--- src/rtl/core/bfdr_pkg.sv ---
// ----------------------------------------------------------------------------
// bfdr_pkg
// Shared widths, codes and controller/datapath handoff types for the bounded
// queue with duplicate rejection.
// ----------------------------------------------------------------------------
package bfdr_pkg;

  localparam int MODE_W         = 2;
  localparam int VALUE_W        = 32;
  localparam int STATUS_W       = 3;
  localparam int COUNT_W        = 7;
  localparam int CFG_INDEX_W    = 2;
  localparam int CFG_DATA_W     = 7;

  localparam int DEPTH_DEFAULT      = 64;
  localparam int DATA_WIDTH_DEFAULT = 32;

  localparam logic [CFG_DATA_W-1:0] MAX_ENTRIES_RESET = 7'd64;

  // Request modes.
  localparam logic [MODE_W-1:0] MODE_ENQ = 2'd0;
  localparam logic [MODE_W-1:0] MODE_DEQ = 2'd1;
  localparam logic [MODE_W-1:0] MODE_CLR = 2'd2;
  localparam logic [MODE_W-1:0] MODE_NOP = 2'd3;

  // Result status codes.
  localparam logic [STATUS_W-1:0] ST_OK    = 3'd0;
  localparam logic [STATUS_W-1:0] ST_FULL  = 3'd1;
  localparam logic [STATUS_W-1:0] ST_EMPTY = 3'd2;
  localparam logic [STATUS_W-1:0] ST_DUP   = 3'd3;
  localparam logic [STATUS_W-1:0] ST_NULL  = 3'd4;

  // Configuration register indexes.
  localparam logic [CFG_INDEX_W-1:0] REG_MAX_ENTRIES = 2'd0;
  localparam logic [CFG_INDEX_W-1:0] REG_REJECT_DUP  = 2'd1;

  // Commands from the controller to the datapath.
  typedef struct packed {
    logic                capture;     // latch the request payload
    logic                enq;         // write the word at the tail
    logic                deq;         // remove the head word
    logic                clr;         // empty the queue
    logic                scan_start;  // set up a duplicate scan from the head
    logic                scan_step;   // issue one scan read
    logic                head_load;   // take the new head word from memory
    logic                set_status;  // record status_code
    logic [STATUS_W-1:0] status_code;
    logic                result_load; // load the output register
  } cmd_t;

  // Status from the datapath to the controller.
  typedef struct packed {
    logic [MODE_W-1:0] mode;
    logic              word_zero;
    logic              full;
    logic              empty;
    logic              reject_dup;
    logic              scan_done;
    logic              dup_hit;
  } stat_t;

endpackage

--- src/rtl/core/bfdr_req_if.sv ---
// ----------------------------------------------------------------------------
// bfdr_req_if
// Request channel: mode and data word with a valid/ready handshake.
// ----------------------------------------------------------------------------
interface bfdr_req_if;

  logic                          valid;
  logic                          ready;
  logic [bfdr_pkg::MODE_W-1:0]   mode;
  logic [bfdr_pkg::VALUE_W-1:0]  data_value;

  modport source (output valid, output mode, output data_value, input ready);
  modport sink   (input valid, input mode, input data_value, output ready);

endinterface

--- src/rtl/core/bfdr_rsp_if.sv ---
// ----------------------------------------------------------------------------
// bfdr_rsp_if
// Result channel: status, removed word, count, head and tail words.
// ----------------------------------------------------------------------------
interface bfdr_rsp_if;

  logic                           valid;
  logic                           ready;
  logic [bfdr_pkg::STATUS_W-1:0]  status;
  logic [bfdr_pkg::VALUE_W-1:0]   out_value;
  logic [bfdr_pkg::COUNT_W-1:0]   entry_count;
  logic [bfdr_pkg::VALUE_W-1:0]   head_value;
  logic [bfdr_pkg::VALUE_W-1:0]   tail_value;

  modport source (output valid, output status, output out_value, output entry_count,
                  output head_value, output tail_value, input ready);
  modport sink   (input valid, input status, input out_value, input entry_count,
                  input head_value, input tail_value, output ready);

endinterface

--- src/rtl/core/bfdr_cfg_if.sv ---
// ----------------------------------------------------------------------------
// bfdr_cfg_if
// Configuration write channel: register index and write data.
// ----------------------------------------------------------------------------
interface bfdr_cfg_if;

  logic                              valid;
  logic                              ready;
  logic [bfdr_pkg::CFG_INDEX_W-1:0]  index;
  logic [bfdr_pkg::CFG_DATA_W-1:0]   data;

  modport source (output valid, output index, output data, input ready);
  modport sink   (input valid, input index, input data, output ready);

endinterface

--- src/rtl/core/bfdr_ram.sv ---
// ----------------------------------------------------------------------------
// bfdr_ram
// Generic simple dual-port RAM, one write and one registered read port.
// ----------------------------------------------------------------------------
module bfdr_ram #(
  parameter int WIDTH = 32,
  parameter int DEPTH = 64
) (
  input  logic                     clk,
  input  logic                     we,
  input  logic [$clog2(DEPTH)-1:0] waddr,
  input  logic [WIDTH-1:0]         wdata,
  input  logic [$clog2(DEPTH)-1:0] raddr,
  output logic [WIDTH-1:0]         rdata
);

  logic [WIDTH-1:0] mem [DEPTH];

  always_ff @(posedge clk) begin
    if (we) begin
      mem[waddr] <= wdata;
    end
    rdata <= mem[raddr];
  end

endmodule

--- src/rtl/core/bfdr_dp.sv ---
// ----------------------------------------------------------------------------
// bfdr_dp
// Datapath: ring indices, count, cached head and tail words, duplicate scan,
// configuration registers and the output register.
// ----------------------------------------------------------------------------
module bfdr_dp #(
  parameter int DEPTH      = bfdr_pkg::DEPTH_DEFAULT,
  parameter int DATA_WIDTH = bfdr_pkg::DATA_WIDTH_DEFAULT
) (
  input  logic                             clk,
  input  logic                             rst,
  input  bfdr_pkg::cmd_t                   cmd,
  output bfdr_pkg::stat_t                  stat,
  input  logic [bfdr_pkg::MODE_W-1:0]      req_mode,
  input  logic [bfdr_pkg::VALUE_W-1:0]     req_data_value,
  input  logic                             cfg_we,
  input  logic [bfdr_pkg::CFG_INDEX_W-1:0] cfg_index,
  input  logic [bfdr_pkg::CFG_DATA_W-1:0]  cfg_data,
  output logic [bfdr_pkg::STATUS_W-1:0]    rsp_status,
  output logic [bfdr_pkg::VALUE_W-1:0]     rsp_out_value,
  output logic [bfdr_pkg::COUNT_W-1:0]     rsp_entry_count,
  output logic [bfdr_pkg::VALUE_W-1:0]     rsp_head_value,
  output logic [bfdr_pkg::VALUE_W-1:0]     rsp_tail_value
);

  localparam int AW = $clog2(DEPTH);
  localparam int CW = $clog2(DEPTH + 1);
  localparam int LW = (CW > bfdr_pkg::CFG_DATA_W) ? CW : bfdr_pkg::CFG_DATA_W;
  localparam int SW = (DATA_WIDTH < bfdr_pkg::VALUE_W) ? DATA_WIDTH : bfdr_pkg::VALUE_W;
  localparam logic [AW-1:0] LAST_SLOT = AW'(DEPTH - 1);

  logic [AW-1:0]                     head_idx;
  logic [AW-1:0]                     tail_idx;
  logic [CW-1:0]                     count;
  logic [bfdr_pkg::CFG_DATA_W-1:0]   max_entries;
  logic                              reject_dup;
  logic [bfdr_pkg::MODE_W-1:0]       mode;
  logic [SW-1:0]                     word;
  logic [SW-1:0]                     head_word;
  logic [SW-1:0]                     tail_word;
  logic [SW-1:0]                     removed;
  logic [bfdr_pkg::STATUS_W-1:0]     status;
  logic [AW-1:0]                     scan_ptr;
  logic [CW-1:0]                     scan_left;
  logic                              cmp_valid;
  logic                              hit;

  logic [AW-1:0] head_next;
  logic [AW-1:0] tail_next;
  logic [AW-1:0] scan_next;
  logic [AW-1:0] rd_addr;
  logic [SW-1:0] rd_data;
  logic [LW-1:0] limit;
  logic [LW-1:0] max_ext;
  logic [LW-1:0] depth_ext;

  assign head_next = (head_idx == LAST_SLOT) ? '0 : head_idx + 1'b1;
  assign tail_next = (tail_idx == LAST_SLOT) ? '0 : tail_idx + 1'b1;
  assign scan_next = (scan_ptr == LAST_SLOT) ? '0 : scan_ptr + 1'b1;

  // A dequeue reads the slot after the head so the new head word arrives
  // in the following cycle; a scan walks the held entries.
  assign rd_addr = cmd.scan_step ? scan_ptr : head_next;

  // A limit of zero or above the store depth means the whole store.
  assign max_ext   = LW'(max_entries);
  assign depth_ext = LW'(DEPTH);
  assign limit     = (max_ext == '0 || max_ext > depth_ext) ? depth_ext : max_ext;

  assign stat.mode       = mode;
  assign stat.word_zero  = (word == '0);
  assign stat.full       = (LW'(count) >= limit);
  assign stat.empty      = (count == '0);
  assign stat.reject_dup = reject_dup;
  assign stat.scan_done  = (scan_left == '0) && !cmp_valid;
  assign stat.dup_hit    = hit;

  bfdr_ram #(
    .WIDTH (SW),
    .DEPTH (DEPTH)
  ) u_store (
    .clk   (clk),
    .we    (cmd.enq),
    .waddr (tail_idx),
    .wdata (word),
    .raddr (rd_addr),
    .rdata (rd_data)
  );

  // Control state: indices, count, configuration, scan pipeline flag.
  always_ff @(posedge clk) begin
    if (rst) begin
      head_idx    <= '0;
      tail_idx    <= '0;
      count       <= '0;
      max_entries <= bfdr_pkg::MAX_ENTRIES_RESET;
      reject_dup  <= 1'b0;
      cmp_valid   <= 1'b0;
      scan_left   <= '0;
    end else begin
      if (cfg_we) begin
        unique case (cfg_index)
          bfdr_pkg::REG_MAX_ENTRIES: max_entries <= cfg_data;
          bfdr_pkg::REG_REJECT_DUP:  reject_dup  <= cfg_data[0];
          default: ;
        endcase
      end
      if (cmd.clr) begin
        head_idx <= '0;
        tail_idx <= '0;
        count    <= '0;
      end else if (cmd.enq) begin
        tail_idx <= tail_next;
        count    <= count + 1'b1;
      end else if (cmd.deq) begin
        head_idx <= head_next;
        count    <= count - 1'b1;
      end
      if (cmd.scan_start) begin
        scan_left <= count;
        cmp_valid <= 1'b0;
      end else if (cmd.scan_step) begin
        cmp_valid <= (scan_left != '0);
        if (scan_left != '0) begin
          scan_left <= scan_left - 1'b1;
        end
      end
    end
  end

  // Payload registers.
  always_ff @(posedge clk) begin
    if (cmd.capture) begin
      mode    <= req_mode;
      word    <= req_data_value[SW-1:0];
      removed <= '0;
    end
    if (cmd.set_status) begin
      status <= cmd.status_code;
    end
    if (cmd.enq) begin
      tail_word <= word;
      if (count == '0) begin
        head_word <= word;
      end
    end
    if (cmd.deq) begin
      removed <= head_word;
    end
    if (cmd.head_load) begin
      head_word <= rd_data;
    end
    if (cmd.scan_start) begin
      scan_ptr <= head_idx;
      hit      <= 1'b0;
    end else if (cmd.scan_step) begin
      if (scan_left != '0) begin
        scan_ptr <= scan_next;
      end
      if (cmp_valid && rd_data == word) begin
        hit <= 1'b1;
      end
    end
    if (cmd.result_load) begin
      rsp_status      <= status;
      rsp_out_value   <= bfdr_pkg::VALUE_W'(removed);
      rsp_entry_count <= bfdr_pkg::COUNT_W'(count);
      rsp_head_value  <= (count == '0) ? '0 : bfdr_pkg::VALUE_W'(head_word);
      rsp_tail_value  <= (count == '0) ? '0 : bfdr_pkg::VALUE_W'(tail_word);
    end
  end

endmodule

--- src/rtl/core/bfdr_ctrl.sv ---
// ----------------------------------------------------------------------------
// bfdr_ctrl
// Controller: sequences one request through decision, duplicate scan, head
// refill and the output register handoff.
// ----------------------------------------------------------------------------
module bfdr_ctrl (
  input  logic            clk,
  input  logic            rst,
  input  logic            req_valid,
  output logic            req_ready,
  output logic            rsp_valid,
  input  logic            rsp_ready,
  input  bfdr_pkg::stat_t stat,
  output bfdr_pkg::cmd_t  cmd
);

  localparam logic [2:0] S_IDLE   = 3'd0;
  localparam logic [2:0] S_DECIDE = 3'd1;
  localparam logic [2:0] S_SCAN   = 3'd2;
  localparam logic [2:0] S_HEAD   = 3'd3;
  localparam logic [2:0] S_FINISH = 3'd4;

  logic [2:0] state;
  logic [2:0] state_next;
  logic       rsp_valid_next;

  assign req_ready = (state == S_IDLE);

  always_comb begin
    cmd            = '0;
    cmd.status_code = bfdr_pkg::ST_OK;
    state_next     = state;
    unique case (state)
      S_IDLE: begin
        if (req_valid) begin
          cmd.capture = 1'b1;
          state_next  = S_DECIDE;
        end
      end
      S_DECIDE: begin
        cmd.set_status = 1'b1;
        state_next     = S_FINISH;
        case (stat.mode)
          bfdr_pkg::MODE_ENQ: begin
            if (stat.word_zero) begin
              cmd.status_code = bfdr_pkg::ST_NULL;
            end else if (stat.full) begin
              cmd.status_code = bfdr_pkg::ST_FULL;
            end else if (stat.reject_dup && !stat.empty) begin
              cmd.scan_start = 1'b1;
              state_next     = S_SCAN;
            end else begin
              cmd.enq = 1'b1;
            end
          end
          bfdr_pkg::MODE_DEQ: begin
            if (stat.empty) begin
              cmd.status_code = bfdr_pkg::ST_EMPTY;
            end else begin
              cmd.deq    = 1'b1;
              state_next = S_HEAD;
            end
          end
          bfdr_pkg::MODE_CLR: begin
            cmd.clr = 1'b1;
          end
          default: ;
        endcase
      end
      S_SCAN: begin
        if (stat.scan_done) begin
          if (stat.dup_hit) begin
            cmd.set_status  = 1'b1;
            cmd.status_code = bfdr_pkg::ST_DUP;
          end else begin
            cmd.enq = 1'b1;
          end
          state_next = S_FINISH;
        end else begin
          cmd.scan_step = 1'b1;
        end
      end
      S_HEAD: begin
        cmd.head_load = 1'b1;
        state_next    = S_FINISH;
      end
      S_FINISH: begin
        if (!rsp_valid || rsp_ready) begin
          cmd.result_load = 1'b1;
          state_next      = S_IDLE;
        end
      end
      default: state_next = S_IDLE;
    endcase
  end

  always_comb begin
    if (cmd.result_load) begin
      rsp_valid_next = 1'b1;
    end else if (rsp_ready) begin
      rsp_valid_next = 1'b0;
    end else begin
      rsp_valid_next = rsp_valid;
    end
  end

  always_ff @(posedge clk) begin
    if (rst) begin
      state     <= S_IDLE;
      rsp_valid <= 1'b0;
    end else begin
      state     <= state_next;
      rsp_valid <= rsp_valid_next;
    end
  end

endmodule

--- src/rtl/core/bounded_fifo_dup_reject.sv ---
// ----------------------------------------------------------------------------
// bounded_fifo_dup_reject
// Each request passes S_IDLE, S_DECIDE and S_FINISH; a dequeue adds S_HEAD to
// refill the head word, and an enqueue with duplicate rejection on and a
// nonempty queue adds S_SCAN, which walks every held entry first.
// Throughput: one request at a time; the next is taken once the result is
// loaded, while that result may still wait in the output register.
// Reset (rst, synchronous): queue empty, limit 64, duplicates allowed.
// ----------------------------------------------------------------------------
module bounded_fifo_dup_reject #(
  parameter int DEPTH      = bfdr_pkg::DEPTH_DEFAULT,
  parameter int DATA_WIDTH = bfdr_pkg::DATA_WIDTH_DEFAULT
) (
  input logic       clk,
  input logic       rst,
  bfdr_req_if.sink  req,
  bfdr_rsp_if.source rsp,
  bfdr_cfg_if.sink  cfg
);

  // The controller and datapath talk only through these two structs.
  bfdr_pkg::cmd_t  cmd;
  bfdr_pkg::stat_t stat;

  // Configuration writes are always taken. The user must send them only while
  // the queue is idle so they never disturb a request; the block does not check.
  assign cfg.ready = 1'b1;

  // The controller owns both handshakes. It takes a request only when it is
  // idle, and it hands the result to the output register once that register
  // is empty or being drained in the same cycle.
  bfdr_ctrl u_ctrl (
    .clk       (clk),
    .rst       (rst),
    .req_valid (req.valid),
    .req_ready (req.ready),
    .rsp_valid (rsp.valid),
    .rsp_ready (rsp.ready),
    .stat      (stat),
    .cmd       (cmd)
  );

  // The datapath holds the ring store, its indices and count, the cached
  // head and tail words, the duplicate scan and the result payload. The
  // head word is cached so a dequeue returns it at once, and refilled from
  // the store in the following cycle; the tail word is the last one written.
  bfdr_dp #(
    .DEPTH      (DEPTH),
    .DATA_WIDTH (DATA_WIDTH)
  ) u_dp (
    .clk             (clk),
    .rst             (rst),
    .cmd             (cmd),
    .stat            (stat),
    .req_mode        (req.mode),
    .req_data_value  (req.data_value),
    .cfg_we          (cfg.valid && cfg.ready),
    .cfg_index       (cfg.index),
    .cfg_data        (cfg.data),
    .rsp_status      (rsp.status),
    .rsp_out_value   (rsp.out_value),
    .rsp_entry_count (rsp.entry_count),
    .rsp_head_value  (rsp.head_value),
    .rsp_tail_value  (rsp.tail_value)
  );

endmodule
--- src/flat_wrapper.sv ---
// flat-port wrapper written by rule: the top's interface ports become plain ports
module bounded_fifo_dup_reject_flat 
#(
  parameter int DEPTH      = bfdr_pkg::DEPTH_DEFAULT,
  parameter int DATA_WIDTH = bfdr_pkg::DATA_WIDTH_DEFAULT
)
  (clk, rst, req_valid, req_mode, req_data_value, req_ready, rsp_valid, rsp_status, rsp_out_value, rsp_entry_count, rsp_head_value, rsp_tail_value, rsp_ready, cfg_valid, cfg_index, cfg_data, cfg_ready);
  bfdr_req_if req_i ();
  bfdr_rsp_if rsp_i ();
  bfdr_cfg_if cfg_i ();
  input logic clk;
  input logic rst;
  input wire logic [$bits(req_i.valid)-1:0] req_valid;
  input wire logic [$bits(req_i.mode)-1:0] req_mode;
  input wire logic [$bits(req_i.data_value)-1:0] req_data_value;
  output wire logic [$bits(req_i.ready)-1:0] req_ready;
  output wire logic [$bits(rsp_i.valid)-1:0] rsp_valid;
  output wire logic [$bits(rsp_i.status)-1:0] rsp_status;
  output wire logic [$bits(rsp_i.out_value)-1:0] rsp_out_value;
  output wire logic [$bits(rsp_i.entry_count)-1:0] rsp_entry_count;
  output wire logic [$bits(rsp_i.head_value)-1:0] rsp_head_value;
  output wire logic [$bits(rsp_i.tail_value)-1:0] rsp_tail_value;
  input wire logic [$bits(rsp_i.ready)-1:0] rsp_ready;
  input wire logic [$bits(cfg_i.valid)-1:0] cfg_valid;
  input wire logic [$bits(cfg_i.index)-1:0] cfg_index;
  input wire logic [$bits(cfg_i.data)-1:0] cfg_data;
  output wire logic [$bits(cfg_i.ready)-1:0] cfg_ready;
  assign req_i.valid = req_valid;
  assign req_i.mode = req_mode;
  assign req_i.data_value = req_data_value;
  assign req_ready = req_i.ready;
  assign rsp_valid = rsp_i.valid;
  assign rsp_status = rsp_i.status;
  assign rsp_out_value = rsp_i.out_value;
  assign rsp_entry_count = rsp_i.entry_count;
  assign rsp_head_value = rsp_i.head_value;
  assign rsp_tail_value = rsp_i.tail_value;
  assign rsp_i.ready = rsp_ready;
  assign cfg_i.valid = cfg_valid;
  assign cfg_i.index = cfg_index;
  assign cfg_i.data = cfg_data;
  assign cfg_ready = cfg_i.ready;
  bounded_fifo_dup_reject #(.DEPTH(DEPTH), .DATA_WIDTH(DATA_WIDTH)) u_core (.clk(clk), .rst(rst), .req(req_i), .rsp(rsp_i), .cfg(cfg_i));
endmodule
--- config.mk ---
export PLATFORM = sky130hd
export DESIGN_NAME = bounded_fifo_dup_reject_flat
export DESIGN_NICKNAME = d
export VERILOG_FILES = /design/src/rtl/core/bfdr_pkg.sv /design/src/rtl/core/bfdr_req_if.sv /design/src/rtl/core/bfdr_rsp_if.sv /design/src/rtl/core/bfdr_cfg_if.sv /design/src/rtl/core/bfdr_ram.sv /design/src/rtl/core/bfdr_dp.sv /design/src/rtl/core/bfdr_ctrl.sv /design/src/rtl/core/bounded_fifo_dup_reject.sv /design/src/flat_wrapper.sv
export SDC_FILE = /design/constraint.sdc
export NUM_CORES = 2
export LEC_CHECK = 0
export BUFFER_PORTS_ARGS = -buffer_cell sky130_fd_sc_hd__buf_4
export CAP_MARGIN = 20
export CORE_ASPECT_RATIO = 2
export CORE_MARGIN = 2
export CORE_UTILIZATION = 46
export DETAILED_ROUTE_END_ITERATION = 10
export PLACE_DENSITY = 0.61
export SLEW_MARGIN = 15
export SYNTH_ARGS = -nofsm -noshare
export SYNTH_HDL_FRONTEND = slang
export SYNTH_HIERARCHICAL = 1
export SYNTH_SLANG_ARGS = --single-unit
--- constraint.sdc ---
create_clock -name clk -period 10.5 [get_ports clk]
set_clock_uncertainty 0.05 [all_clocks]
set_input_delay 1.05 -clock clk [delete_from_list [all_inputs] [get_ports clk]]
set_output_delay 1.05 -clock clk [all_outputs]
set_load 0.05 [all_outputs]
==> results.txt <==
----------------------------------------------------
[Critical path]
  Slack of the worst reg-to-reg path ... 4.90 ns
  CP Launch Type ... flop
  CP Capture Type ... flop
  Critical Path Fanout Max ... 62
  Arr. time, crit path ... 6.34 ns
  Crit Path Category ... reg -> reg
  FF-to-FF Start ... u_core/u_dp/scan_left[3]
  Required time of the critical path ... 11.24 ns
  Startpoint of the worst setup timing path ... u_core/u_dp/scan_left[3]

[Route]
  Number of nets with antenna violations after detailed routing ... 0
  Drt first pass iters ... 5
  Number of remaining DRC errors ... 0
  Total Routed Length ... 251,000 um
  Iter 0 DRT Violations ... 4,198
  Final routed wire length divided by cell count ... 35.2 um
  Vias per cell ... 6.11
  Vias after detailed routing ... 43,590

[Global route]
  Busiest layer in global routing ... met2
  Maximum number of pins on one net before global-route repair ... 115
  Global routing usage on met3 ... 3.06%
  Met2 Track Usage GR ... 43.8%
  Via count of the first global-routing pass ... 44,360
  Global route total overflow ... 0
  Initial antenna violation count ... 13
  Wire length of the first global-routing pass ... 348,000 um
  Fraction of met1 tracks used by global routing ... 28.9%
  Aggregate global-route resource usage ... 25.3%

[Yosys]
  Combinational family with the most area after synthesis ... multiplexers
  Yosys synthesis warning count ... 6
  Xor-xnor portion of the synthesized cell area ... 0.516%
  Mux contribution to synthesized area ... 15.2%
  Total nets after synthesis ... 4,170
  Simple-gate share of the synthesized area ... 2.75%
  Seq/Total Area, Yosys ... 78.1%
  Adder and majority cell fraction of the synthesized area ... 0.245%
  Area fraction in compound gates after synthesis ... 1.95%
  Commonest register cell after synthesis ... sky130_fd_sc_hd__edfxtp_1
  Count of flip-flops with a built-in enable after synthesis ... 2,293
  Flip-flop and latch count after synthesis ... 2,365
  Synthesized cell area ... 0.0900 sq mm
  Share of synthesized registers carrying an async set or reset ... 0%
  Average cell area after synthesis ... 21.9 sq um
  Library cells used by synthesis ... 66
  Syn Inst Count ... 4,105

[Finish]
  Commonest cells after routing, fill and taps aside ... sky130_fd_sc_hd__edfxtp_1 (2,293), sky130_fd_sc_hd__mux4_2 (544), sky130_fd_sc_hd__buf_4 (311)
  Share of post-route cells with drive strength above 1 ... 28.6%
  Signed area change from the synthesized netlist to the final layout ... 13.5%
  Number of nets at the end of the flow ... 4,487
  Leading cell type in the layout, fill and taps excluded ... sky130_fd_sc_hd__edfxtp_1
  Count of fill cells added during filler insertion ... 14,930
  Count of non-filler cells in the finished layout ... 7,130

[STA]
  Highest attainable clock frequency ... 0.179 GHz
  Period Utilization, post-route ... 53.3%
  Minimum clock period ... 5.60 ns
  Transition time of the tightest slew-check pin ... 1.27 ns
  Tightest hold margin ... 0.334 ns
  Total Negative Setup Slacks ... 0 ns
  Worst slew margin ... 15.6%
  Setup-failing EPs final ... 0
  Hold violation count in the final report ... 0
  Max Transition Viols Final ... 0
  RSZ-0062 raised after global routing ... no

[Power and ir drop]
  Switching part of the total ... 25.4%
  Combinational share of power ... 12.3%
  Clock share of power ... 35.4%
  Sequential share of power ... 52.3%
  IR drop worst, VDD ... 0.129 mV
  Switching power ... 5470 uW
  Power Dens Cells ... 211 mW/mm^2
  Int Pwr ... 16,100 uW
  P_leak ... 0.0321 uW

[Clocking]
  Post-CTS Setup Inserts ... 0
  Clock root buffer ... sky130_fd_sc_hd__clkbuf_16
  TritonCTS clock tree ... built
  H-tree lvl count ... 4
  Clock Path Buffers ... 4
  Clock latency on the worst-skew pair ... 0.85 ns
  Number of gates given a new drive strength after cts ... 0
  Hold-fix buffer count after cts ... 0
  Clock-pin slew reported for the worst setup and hold paths after clock tree synthesis ... 0.07 ns
  TritonCTS buffer count ... 201
  Clk sinks ... 2,365

[Status]
  Run status ... complete, no violations

[Die]
  Placement Rows ... 229
  Die footprint ... 0.199 sq mm
  Floorplan die height ... 630 um
  Core box area ... 0.195 sq mm
  Horiz. Die Dim ... 317 um
  Initial cell density of the core ... 46.3%
  Top-level port count ... 157

[Hold path]
  Class of the tightest hold or removal check ... in -> reg
  Hold_sp ... req_data_value[28]

[Placed design]
  Global placer's final weighted congestion ... 0.885
  Port buffer count ... 155
  Count of placed standard cells including taps ... 6,760
  Dpl hpwl ... 158,000 um

[Run]
  Number of maximum-capacitance violations ... 0

----------------------------------------------------
[power by group through the flow]
| stage | clock network (uW) | logic [uW] | registers (uW) |
|---|---|---|---|
| after floorplan | 0 | 949 | 12000 |
| after global placement | 0 | 2650 | 11500 |
| after detailed placement | 0 | 2690 | 11500 |
| after CTS | 7770 | 2700 | 11300 |
| after global routing | 8080 | 2800 | 11300 |
| final | 7630 | 2650 | 11300 |
[critical path, cell delays in order, from the launching register on]
cell	delay, ns
sky130_fd_sc_hd__dfxtp_1	0.37
sky130_fd_sc_hd__or4_4	0.58
sky130_fd_sc_hd__nor3_1	0.41
sky130_fd_sc_hd__nor4b_2	0.11
sky130_fd_sc_hd__buf_4	0.24
sky130_fd_sc_hd__mux2_8	0.67
sky130_fd_sc_hd__buf_12	0.45
sky130_fd_sc_hd__buf_4	0.58
sky130_fd_sc_hd__mux4_2	0.33
sky130_fd_sc_hd__o221ai_1	0.19
sky130_fd_sc_hd__a21oi_1	1.04
sky130_fd_sc_hd__a21oi_1	0.17
sky130_fd_sc_hd__nor2_1	0.14
[registers in the layout, indices dropped and copies added (netlist names), 6 cells and up]
register                     cells
u_core/u_dp/head_idx             6
u_core/u_dp/max_entries          7
u_core/u_dp/rsp_entry_count      7
u_core/u_dp/rsp_head_value      32
u_core/u_dp/tail_word           32
u_core/u_dp/head_word           32
u_core/u_dp/word                32
u_core/u_dp/removed             32
u_core/u_dp/rsp_tail_value      32
u_core/u_dp/scan_ptr             6
u_core/u_dp/scan_left            7
u_core/u_dp/tail_idx             6
u_core/u_dp/u_store/mem       2048
u_core/u_dp/u_store/rdata       32
u_core/u_dp/count                7
u_core/u_dp/rsp_out_value       32
[cell usage after synthesis, types with 27 or more instances]
cell,n,area (sq um)
sky130_fd_sc_hd__edfxtp_1,2293,68900
sky130_fd_sc_hd__mux4_2,544,12300
sky130_fd_sc_hd__nor2_1,178,668
sky130_fd_sc_hd__mux2i_1,107,1070
sky130_fd_sc_hd__clkbuf_1,105,394
sky130_fd_sc_hd__and2_1,99,619
sky130_fd_sc_hd__o22ai_1,86,538
sky130_fd_sc_hd__a21oi_1,78,390
sky130_fd_sc_hd__dfxtp_1,72,1440
sky130_fd_sc_hd__nand2_1,62,233
sky130_fd_sc_hd__buf_2,59,295
sky130_fd_sc_hd__xnor2_1,36,315
sky130_fd_sc_hd__mux2_2,35,394
sky130_fd_sc_hd__buf_4,29,218
sky130_fd_sc_hd__o221ai_1,27,236
[layout make-up]
cell class	count	area [sq um]	area share (%)
flip-flops and latches	2365	70300	68.8
multi-input cells	1512	19300	18.8
clock buffers	246	5380	5.26
well taps	2541	3180	3.11
repair buffers	332	2720	2.66
clock inverters	117	1280	1.25
inverters	10	37.5	0.0367
diodes	7	17.5	0.0171
[stage by stage]
stage | worst slack, ns | power (uW) | instance area, sq um | utilization, %
after floorplan | 3.60 | 12900 | 90000 | -
after global placement | 4.56 | 14100 | 95300 | 49.0
after detailed placement | 4.94 | 14200 | 95500 | 49.1
after CTS | 4.92 | 21800 | 102000 | 52.5
after global routing | 4.65 | 22200 | 102000 | 52.5
final | 4.90 | 21600 | 102000 | 52.5
[worst paths after layout]
check,to,cells after the start
max reg2reg,u_core/u_dp/u_store/rdata[13],12
max,u_core/u_dp/u_store/rdata[13],12
min,u_core/u_dp/word[28],1
min reg2reg,u_core/u_dp/rsp_out_value[6],0
[routing by layer]
layer | share of wire (%) | up-vias
met2 | 52 | 1818
met3 | 5.6 | 513
li1 | - | 17695
met1 | 34 | 23556
met4 | 8.5 | 8
met5 | 0.018 | -
[cells by family (layout without fill, tap and decap cells)]
kind of cell               after synthesis  count (layout)
and+or+nand+nor                        486             486
other                                    1               8
buffers and inverters                  228             705
xor gates and xnor gates                53              53
AOI/OAI and AO/OA                      269             269
DFF                                   2365            2365
adders and majority gates               17              17
muxes                                  686             686
No activity file was read; power rests on OpenSTA's default activity.
